$ cat config.mk
export PLATFORM = sky130hd
export DESIGN_NAME = skhc_ram
export DESIGN_NICKNAME = d
export VERILOG_FILES = /design/src/hdl/skhc_ram.sv
export SDC_FILE = /design/constraint.sdc
export NUM_CORES = 1
export LEC_CHECK = 0
export BUFFER_PORTS_ARGS = -buffer_cell sky130_fd_sc_hd__buf_2
export CAP_MARGIN = 20
export CELL_PAD_IN_SITES_DETAIL_PLACEMENT = 0
export CELL_PAD_IN_SITES_GLOBAL_PLACEMENT = 1
export CORE_MARGIN = 5
export CORE_UTILIZATION = 45
export DETAILED_ROUTE_END_ITERATION = 12
export PLACE_DENSITY_LB_ADDON = 0.2
export RECOVER_POWER = 25
export SETUP_SLACK_MARGIN = 0.02
export SLEW_MARGIN = 20
export SYNTH_ARGS = -nofsm -noshare
export SYNTH_HDL_FRONTEND = slang
export SYNTH_SLANG_ARGS = --single-unit
$ cat constraint.sdc
create_clock -name clk -period 1.95 [get_ports clk]
set_input_delay 0.0975 -clock clk [delete_from_list [all_inputs] [get_ports clk]]
set_output_delay 0.0975 -clock clk [all_outputs]
set_load 0.03 [all_outputs]
$ cat src/hdl/skhc_ram.sv
// ----------------------------------------------------------------------------
// skhc_ram
// Generic single-clock RAM, one write port and one read port, registered read.
// ----------------------------------------------------------------------------
module skhc_ram #(
  parameter int unsigned WIDTH = 8,
  parameter int unsigned DEPTH = 16
) (
  input  logic                     clk,
  input  logic                     wr_en,
  input  logic [$clog2(DEPTH)-1:0] wr_addr,
  input  logic [WIDTH-1:0]         wr_data,
  input  logic                     rd_en,
  input  logic [$clog2(DEPTH)-1:0] rd_addr,
  output logic [WIDTH-1:0]         rd_data
);

  logic [WIDTH-1:0] mem [DEPTH];

  always_ff @(posedge clk) begin
    if (wr_en) begin
      mem[wr_addr] <= wr_data;
    end
    if (rd_en) begin
      rd_data <= mem[rd_addr];
    end
  end

endmodule

==> run_results.csv <==
group,metric,value,unit
floorplan,coreArea,0.01142,mm^2
layout,multiInputGateArea,0.001057,mm^2
drt,drc,0,
floorplan,die_w,117.8,um
timing,fin_hold_ws,0.06910,ns
flow_run,drv_cap,0,
clock_network,cts_tree,"yes",
clock_network,cts.clk_slew.worst_paths,0.06,ns
placement,dp_hpwl,6356,um
clock_network,clkSinkCount,136,
timing,setup_viol_count_final,0,
yosys,synthCells,229,
timing,worstMarginPinSlew,0.6861,ns
layout,area_growth_syn_to_layout,19.67,%
worst_setup_path,critPathBufInv,0,
clock_network,root_buffer,"clkbuf_16",
global_route,grt_pass1_vias,2476,
power,finalPower,0.006901,W
layout,drive_above_1_share,30.10,%
power,pwr-share-comb,4.8,%
yosys,yosys_warnings,0,
floorplan,pin_count,27,
timing,fin_ws,0.4566,ns
timing,fin_skew,0.005609,ns
timing,hold_violations,0,
worst_setup_path,worstPathRequired,2.10,ns
timing,rsz0062_at_grt,"false",
worst_setup_path,cpPeakStageDelay,0.50,ns
worst_setup_path,startpoint_type,"flop",
timing,slew_violations,0,
power,netSwitchingFraction,19.55,%
timing,clock.fmax,0.6696,GHz
layout,nets,305,
global_route,grt_max_degree,33,
worst_setup_path,cp-end-kind,"flop",
yosys,synth_area,0.005228,mm^2
timing,setup_tns,0,ns
drt,dr.pass1.iters,4,
layout,diodes,0,
worst_setup_path,criticalPathCategory,"reg -> reg",
layout,final_cell_mix,"136 x edfxtp_1, 21 x buf_2, 19 x buf_4, 18 x mux4_2, 17 x clkbuf_16",
timing,relSlewSlack,54.26,%
clock_network,cts_buffers,17,
clock_network,post-cts-setup-buffer-count,0,
layout,final_util,54.79,%
worst_setup_path,cp.arrival,1.65,ns
power,p_leak,2.122,nW
yosys,ys_seq_elements,136,
floorplan,die_area,0.01387,mm^2
drt,via_per_inst,5.536,
layout,nFillCells,896,
global_route,antenna_found_initial,0,
floorplan,start_util,45.78,%
timing,fin_crit_sh,76.58,%
power,clkPwrFrac,47.2,%
worst_setup_path,slowest_stage,"mux4_1",
floorplan,die_h,117.8,um
power,powerDensity,1103,mW/mm^2
clock_network,htreeDepth,4,
worst_setup_path,cp_top_family,"multiplexers",
power,peakVddDrop,471.8,uV
placement,io_buffers,26,
placement,place.gp.congestion,0.6976,
clock_network,clockBufferDepth,2,
drt,drt_iter0_drc,224,
placement,post-place-ws,0.3059,ns
drt,detail_route.wl_per_cell,22.59,um
timing,period_needed,1.493,ns
layout,mostFrequentLayoutCell,"edfxtp_1",
yosys,syn_avg_cell_area,22.83,um^2
drt,ant_nets,0,
global_route,grt.total_usage,15.50,%
worst_setup_path,cp_max_fo,1,
clock_network,insertion_delay,0.41,ns
drt,vias,2447,
global_route,grt-ovfl-total,0,
global_route,grt_pass1_wl,15460,um
yosys,yosysSeqAreaShare,78.12,%
power,power_switching,0.001349,W
clock_network,ctsHoldBuffers,0,
yosys,syn_nets,248,
yosys,ys_types,18,
clock_network,cts_resized,0,
drt,drt-total-wl,9983,um
outcome,status,"finished clean",
worst_setup_path,crit_path_cell_trace,"mux4_1 -> a22oi_1 -> nand2_1",
power,internal_power,0.005552,W
layout,ff_latch_area,0.004084,mm^2
power,seqPwrFrac,48.0,%
floorplan,rows,39,
min_path,hp-class,"in -> reg",
[sequential cells by signal, indices dropped and copies added, names as in the netlist]
name,count
mem,128
rd_data,8
[stage by stage]
step / cells / area (um^2)
6_report: 442 / 6256
3_3_place_gp: 410 / 5653
3_5_place_dp: 410 / 5653
2_1_floorplan: 229 / 5228
4_1_cts: 442 / 6262
5_1_grt: 442 / 6256
[final timing paths]
path	depth (start not counted)	to	slack (ns)	from
max reg2reg	3	rd_data[1]	0.46	mem[1][1]
max	3	rd_data[1]	0.46	mem[1][1]
min	1	rd_data[2]	0.07	rd_en
min reg2reg	3	rd_data[0]	0.74	mem[14][0]
[Yosys cell counts]
cell type / n / area, um^2
edfxtp_1: 136 / 4084
mux4_2: 18 / 405.4
a22oi_1: 16 / 120.1
mux4_1: 14 / 367.9
nor2_1: 13 / 48.80
nand2_1: 9 / 33.78
nor3_1: 4 / 20.02
buf_2: 3 / 15.01
buf_6: 3 / 33.78
clkdlybuf4s25_2: 3 / 30.03
nand2b_1: 2 / 12.51
nand3b_1: 2 / 15.01
and2_1: 1 / 6.260
and2b_1: 1 / 7.510
buf_4: 1 / 7.510
nand3_1: 1 / 5.000
nor2b_1: 1 / 6.260
or3b_2: 1 / 8.760
[cells by family (layout without fill, tap and decap cells)]
group                  after synthesis  in the layout  synth area share [%]
buffers and inverters               10             80                 1.651
and+or+nand+nor                     35             35                 3.136
DFF                                136            136                 78.12
muxes                               32             32                 14.79
AOI/OAI and AO/OA                   16             16                 2.298
[power groups by stage]
stage / Sequential (W) / Clock [W] / Combinational (W)
floorplan: 0.00340 / 0 / 0.000166
global placement: 0.00337 / 0 / 0.000334
detailed placement: 0.00337 / 0 / 0.000338
CTS: 0.00331 / 0.00331 / 0.000339
global route: 0.00332 / 0.00344 / 0.000360
finish: 0.00331 / 0.00326 / 0.000330
[final cells by class]
type | instances | area share, %
repair buffers | 48 | 5.220
clock inverters | 14 | 2.880
well taps | 143 | 2.860
multi-input cells | 83 | 16.90
flip-flops and latches | 136 | 65.28
clock buffers | 18 | 6.860
[worst reg2reg max path: cells and delay by family (launching register included)]
kind / cells / cell delay (ns)
flops: 1 / 0.35
mux: 1 / 0.50
simple gates: 1 / 0.10
compound gates: 1 / 0.29
[layer usage]
| layer | track usage, % | vias to the layer above | part of all wire (%) |
|---|---|---|---|
| met3 | 4.853 | 11 | 6.2 |
| met2 | 22.63 | 79 | 47 |
| met5 | 0 | - | 0 |
| li1 | - | 1099 | - |
| met4 | 5.376 | 0 | 1.4 |
| met1 | 22.17 | 1258 | 46 |
No activity file was read; power rests on OpenSTA's default activity.
