### src/hdl/skhc_pkg.sv
// ----------------------------------------------------------------------------
// skhc_pkg
// Shared constants and types for the sorted key hit counter.
// ----------------------------------------------------------------------------
package skhc_pkg;

  // Default table geometry.
  localparam int unsigned DEF_TABLE_DEPTH = 256;
  localparam int unsigned DEF_COUNT_WIDTH = 32;

  // Fixed widths of the transaction fields.
  localparam int unsigned KEY_W  = 32;
  localparam int unsigned SLOT_W = 8;
  localparam int unsigned HIT_W  = 32;

  // One result transaction as it leaves the controller.
  typedef struct packed {
    logic [SLOT_W-1:0] slot_index;
    logic [HIT_W-1:0]  hit_count;
    logic              is_new;
    logic              table_full;
  } res_t;

  // Network byte order to host byte order.
  function automatic logic [KEY_W-1:0] swap_bytes(input logic [KEY_W-1:0] v);
    return {v[7:0], v[15:8], v[23:16], v[31:24]};
  endfunction

endpackage

### src/hdl/skhc_ctrl.sv
// ----------------------------------------------------------------------------
// skhc_ctrl
// Search, shift and update sequencer around the entry RAM.
// ----------------------------------------------------------------------------
module skhc_ctrl
  import skhc_pkg::*;
#(
  parameter int unsigned TABLE_DEPTH = DEF_TABLE_DEPTH,
  parameter int unsigned COUNT_WIDTH = DEF_COUNT_WIDTH,
  localparam int unsigned AW = $clog2(TABLE_DEPTH),
  localparam int unsigned CW = $clog2(TABLE_DEPTH + 1),
  localparam int unsigned EW = KEY_W + COUNT_WIDTH
) (
  input  logic             clk,
  input  logic             rst,
  // Input transaction.
  input  logic             in_valid,
  output logic             in_stall,
  input  logic [KEY_W-1:0] addr_net_order,
  // Result toward the output register.
  output logic             res_valid,
  input  logic             res_ready,
  output res_t             res,
  // Entry RAM.
  output logic             wr_en,
  output logic [AW-1:0]    wr_addr,
  output logic [EW-1:0]    wr_data,
  output logic             rd_en,
  output logic [AW-1:0]    rd_addr,
  input  logic [EW-1:0]    rd_data
);

  typedef enum logic [2:0] {
    S_IDLE,
    S_CMP,
    S_MISS,
    S_SHIFT,
    S_FINISH
  } state_t;

  state_t               state;
  logic [KEY_W-1:0]     key;
  logic [CW-1:0]        lo;
  logic [CW-1:0]        hi;
  logic [AW-1:0]        mid;
  logic [AW-1:0]        sh;
  logic [CW-1:0]        pos;
  logic [COUNT_WIDTH-1:0] cnt;
  logic                 new_flag;
  logic                 full_flag;
  logic [CW-1:0]        entry_count;

  logic [KEY_W-1:0]       rd_key;
  logic [COUNT_WIDTH-1:0] rd_cnt;
  logic [COUNT_WIDTH-1:0] rd_cnt_inc;
  logic                   key_hit;
  logic [CW-1:0]          lo_next;
  logic [CW-1:0]          hi_next;
  logic [CW-1:0]          mid_next;
  logic                   in_fire;

  assign rd_key  = rd_data[EW-1:COUNT_WIDTH];
  assign rd_cnt  = rd_data[COUNT_WIDTH-1:0];
  assign key_hit = (key == rd_key);
  assign in_fire = in_valid && !in_stall;

  // Saturating increment of the stored count.
  assign rd_cnt_inc = (rd_cnt == {COUNT_WIDTH{1'b1}}) ? rd_cnt : rd_cnt + 1'b1;

  // Next search bounds after comparing against the entry at mid.
  always_comb begin
    if (key < rd_key) begin
      lo_next = lo;
      hi_next = CW'(mid);
    end else begin
      lo_next = CW'(mid) + 1'b1;
      hi_next = hi;
    end
    mid_next = lo_next + ((hi_next - lo_next) >> 1);
  end

  assign in_stall  = (state != S_IDLE);
  assign res_valid = (state == S_FINISH);
  assign res.slot_index = SLOT_W'(pos);
  assign res.hit_count  = HIT_W'(cnt);
  assign res.is_new     = new_flag;
  assign res.table_full = full_flag;

  // RAM port control.
  always_comb begin
    rd_en   = 1'b0;
    rd_addr = '0;
    wr_en   = 1'b0;
    wr_addr = '0;
    wr_data = rd_data;
    unique case (state)
      S_IDLE: begin
        rd_en   = in_fire;
        rd_addr = AW'(entry_count >> 1);
      end
      S_CMP: begin
        rd_en   = !key_hit && (lo_next < hi_next);
        rd_addr = mid_next[AW-1:0];
      end
      S_MISS: begin
        rd_en   = 1'b1;
        rd_addr = AW'(entry_count - 1'b1);
      end
      S_SHIFT: begin
        wr_en   = 1'b1;
        wr_addr = AW'(CW'(sh) + 1'b1);
        rd_en   = (CW'(sh) != pos);
        rd_addr = sh - 1'b1;
      end
      S_FINISH: begin
        wr_en   = res_ready && !full_flag;
        wr_addr = pos[AW-1:0];
        wr_data = {key, cnt};
      end
      default: begin
        rd_en = 1'b0;
      end
    endcase
  end

  always_ff @(posedge clk) begin
    if (rst) begin
      state       <= S_IDLE;
      entry_count <= '0;
    end else begin
      unique case (state)
        S_IDLE: begin
          if (in_fire) begin
            key       <= swap_bytes(addr_net_order);
            lo        <= '0;
            hi        <= entry_count;
            mid       <= AW'(entry_count >> 1);
            pos       <= '0;
            new_flag  <= 1'b0;
            full_flag <= 1'b0;
            state     <= (entry_count == '0) ? S_MISS : S_CMP;
          end
        end
        S_CMP: begin
          if (key_hit) begin
            pos   <= CW'(mid);
            cnt   <= rd_cnt_inc;
            state <= S_FINISH;
          end else if (lo_next < hi_next) begin
            lo  <= lo_next;
            hi  <= hi_next;
            mid <= mid_next[AW-1:0];
          end else begin
            pos   <= lo_next;
            state <= S_MISS;
          end
        end
        S_MISS: begin
          if (entry_count == CW'(TABLE_DEPTH)) begin
            // Absent and no room: drop it and report a full table.
            pos       <= '0;
            cnt       <= '0;
            full_flag <= 1'b1;
            state     <= S_FINISH;
          end else if (entry_count > pos) begin
            sh    <= AW'(entry_count - 1'b1);
            state <= S_SHIFT;
          end else begin
            cnt      <= COUNT_WIDTH'(1);
            new_flag <= 1'b1;
            state    <= S_FINISH;
          end
        end
        S_SHIFT: begin
          if (CW'(sh) == pos) begin
            cnt      <= COUNT_WIDTH'(1);
            new_flag <= 1'b1;
            state    <= S_FINISH;
          end else begin
            sh <= sh - 1'b1;
          end
        end
        S_FINISH: begin
          if (res_ready) begin
            if (new_flag) begin
              entry_count <= entry_count + 1'b1;
            end
            state <= S_IDLE;
          end
        end
        default: begin
          state <= S_IDLE;
        end
      endcase
    end
  end

endmodule

### config.mk
export PLATFORM = sky130hd
export DESIGN_NAME = skhc_ctrl
export DESIGN_NICKNAME = d
export VERILOG_FILES = /design/src/hdl/skhc_pkg.sv /design/src/hdl/skhc_ctrl.sv
export SDC_FILE = /design/constraint.sdc
export NUM_CORES = 1
export LEC_CHECK = 0
export BUFFER_PORTS_ARGS = -buffer_cell sky130_fd_sc_hd__buf_4
export CORE_ASPECT_RATIO = 1.2
export CORE_MARGIN = 3
export CORE_UTILIZATION = 49
export DETAILED_ROUTE_END_ITERATION = 12
export GPL_TIMING_DRIVEN = 0
export PLACE_DENSITY = 0.78
export SLEW_MARGIN = 20
export SYNTH_ARGS = -nofsm -noshare
export SYNTH_HDL_FRONTEND = slang
export SYNTH_SLANG_ARGS = --single-unit
### constraint.sdc
create_clock -name clk -period 7.6 [get_ports clk]
set_input_delay 1.52 -clock clk [delete_from_list [all_inputs] [get_ports clk]]
set_output_delay 1.52 -clock clk [all_outputs]
set_load 0.1 [all_outputs]
==> flow_summary.ini <==
[worst_setup_path]
worstSetupPathType = in -> out
worstSetupStartpointType = input port
crit_path_top_delay_cell = or3_1
arrival_ps = 6290
cp_top_family = compound AO/OA/AOI/OAI gates
required_ps = 6080
worst-path-buf-inv = 6
critPathMaxStageDelay_ps = 410
reg2reg_slack_ps = 2530
crit_path_max_fanout = 8
critPathCaptureType = output port

[logic_synthesis]
synth.avg_cell_area_um2 = 9.28
yosysTopAreaCell = edfxtp_1
syn-cell-area_mm2 = 0.00883
synth-seq-area-share = 0.398
synth_cells = 951
synth-seq-cells = 121
ys_warn_count = 0
synth_edf_count = 109
synth_top_area_frac = 0.371
synthDistinctLibCells = 64
synthFlopType = edfxtp_1
syn_nets = 1115
synthTopCellsByArea = edfxtp_1 37%, ha_1 9.1%, xor2_1 5.3%, nand2_1 4.9%, mux2_2 4.8%
synthArstFlopShare = 0

[global_routing]
grt_overflow = 0
grt_pass1_vias = 8230
grt_max_degree = 33
grt_pass1_wl_um = 43200
grt_antenna_before_repair = 0
grt_use_total = 0.279

[drt]
routedWlPerCell_um = 19.3
drc = 0
drt_iter0_drc = 580
via_count = 8336
vias_per_cell = 5.71
dr.pass1.iters = 5
wl_um = 28200
ant_nets = 0

[sta]
worst_pin_slew_ps = 949
postLayoutSetupSlackWorst_ps = -206
slew_headroom = 0.363
max_freq_mhz = 128
finalCritPeriodShare = 1.03
setup_viol = 3
grt_setup_unrepaired = yes
fin_worst_skew_ps = 9.02
fin_crit_ps = 7810
whs_ps = 665
maxSlewViolCount = 0
hold_violations = 0

[power]
vdd_drop_max_mv = 0.457
power_frac_seq = 0.173
pwr-share-clk = 0.137
p_sw_frac = 0.546
p_leak_nw = 5.19
power.internal_mw = 2.62
power_frac_comb = 0.690
powerDensity_mw_per_mm2 = 468
p_switching_mw = 3.14

[placed_design]
io_buffers = 225
hpwlAfterDp_um = 21100
gp_congestion = 0.910
post-place-ws_ps = -598

[cts]
ctsRootBufferMaster = clkbuf_16
h-tree-depth = 4
insertion_delay_ps = 430
cts_buffers = 17
path_clk_slew_ps = 60
clk_path_buf_depth = 2
tritoncts = done
ctsHoldBuffers = 0
cts.sinks = 121

[finish]
layout_common_cells = 259 x buf_4, 114 x nand2_1, 109 x edfxtp_1
final_util = 0.700
antenna_cells = 0
layout.nets = 1392
drive_above_1_share = 0.344
final_common_cell = buf_4
syn_to_final_growth_pct = 39.4

[floorplanning]
dieArea_mm2 = 0.0197
core_area_mm2 = 0.0176
core.rowCount = 53
io_pins = 226
die_y_um = 153
chipWidth_um = 129
initial_core_util = 0.502

[hold_path]
holdCritPathClass = reg -> reg

[run_status]
violations = negative setup slack
status = finished, violations left

[job]
cap_violations = 0
[worst paths after layout]
path / from / end / cells after the start
setup reg to reg: key[18] / mid[7] / 22
setup / recovery: rd_data[49] / rd_addr[7] / 25
hold / removal: lo[6] / lo[6] / 2
hold reg to reg: lo[6] / lo[6] / 2
[flip-flops by register name, summed over array words and instances (netlist names)]
name / count
hi: 9
mid: 8
pos: 9
sh: 8
full_flag: 1
state: 3
cnt: 32
key: 32
entry_count: 9
lo: 9
new_flag: 1
[cell usage after synthesis, types with 10 or more instances]
cell	n
mux2_2	38
a21oi_1	37
inv_1	65
nand2_1	115
xnor2_1	30
mux2i_1	19
edfxtp_1	109
dfxtp_1	12
nor2_1	90
clkbuf_1	41
nor3_1	17
nand4_1	15
buf_4	10
o21ai_0	58
xor2_1	53
a31oi_1	10
ha_1	64
nand3_1	32
[routing by layer]
metal | share of wire | GRT usage | routed length, um
met1 | 0.38 | 0.335 | 10600
met2 | 0.51 | 0.490 | 14500
met4 | 0.032 | 0.0980 | 910
met3 | 0.079 | 0.0605 | 2220
met5 | 0 | 0 | 0
[kinds of logic (layout without fill, tap and decap cells)]
| logic type | Yosys count | after routing | synth area share |
|---|---|---|---|
| AOI/OAI and AO/OA | 171 | 171 | 0.124 |
| xor gates and xnor gates | 84 | 84 | 0.0849 |
| adders and majority gates | 64 | 64 | 0.0907 |
| buffers and inverters | 122 | 412 | 0.0563 |
| DFF | 121 | 121 | 0.398 |
| muxes | 58 | 58 | 0.0726 |
| and+or+nand+nor | 331 | 331 | 0.174 |
[worst register-to-register path, delay by kind of cell (launching register included)]
kind / cells / cell delay [ps]
compound gates: 7 / 1260
xor+xnor: 2 / 520
fa+ha+maj: 3 / 840
buf+inv: 3 / 330
flops: 1 / 460
mux: 1 / 330
simple gates: 6 / 1060
[per-stage QoR]
| stage | setup TNS [ps] | power (mW) | cell area, um2 | instances |
|---|---|---|---|---|
| after global routing | -939 | 5.97 | 12300 | 1461 |
| after floorplan | 0 | 3.70 | 9070 | 951 |
| after detailed placement | -2300 | 4.45 | 11100 | 1400 |
| after CTS | -333 | 5.45 | 12000 | 1449 |
| after global placement | -20370 | 4.40 | 11000 | 1396 |
| final | -402 | 5.76 | 12300 | 1461 |
[repair_timing]
action	in CTS	in global routing
buffers inserted	17	12
setup endpoints to repair	7	7
cloned	0	0
pin swaps	35	45
resized for setup	40	38
[power groups by stage]
stage	Combinational, mW	Sequential (mW)	Clock (mW)
2_1_floorplan	2.50	1.20	0
3_3_place_gp	3.40	1.00	0
3_5_place_dp	3.45	0.995	0
4_1_cts	3.67	0.990	0.792
5_1_grt	4.14	1.01	0.824
6_report	3.97	0.996	0.791
[cell type report]
class	count	area, um2
multi-input cells	708	5380
fillers	1269	5270
flip-flops and latches	121	3510
repair buffers	258	2030
clock buffers	19	453
well taps	220	275
plain buffers	55	268
inverters	67	262
clock inverters	13	121
No activity file was read; power rests on OpenSTA's default activity.
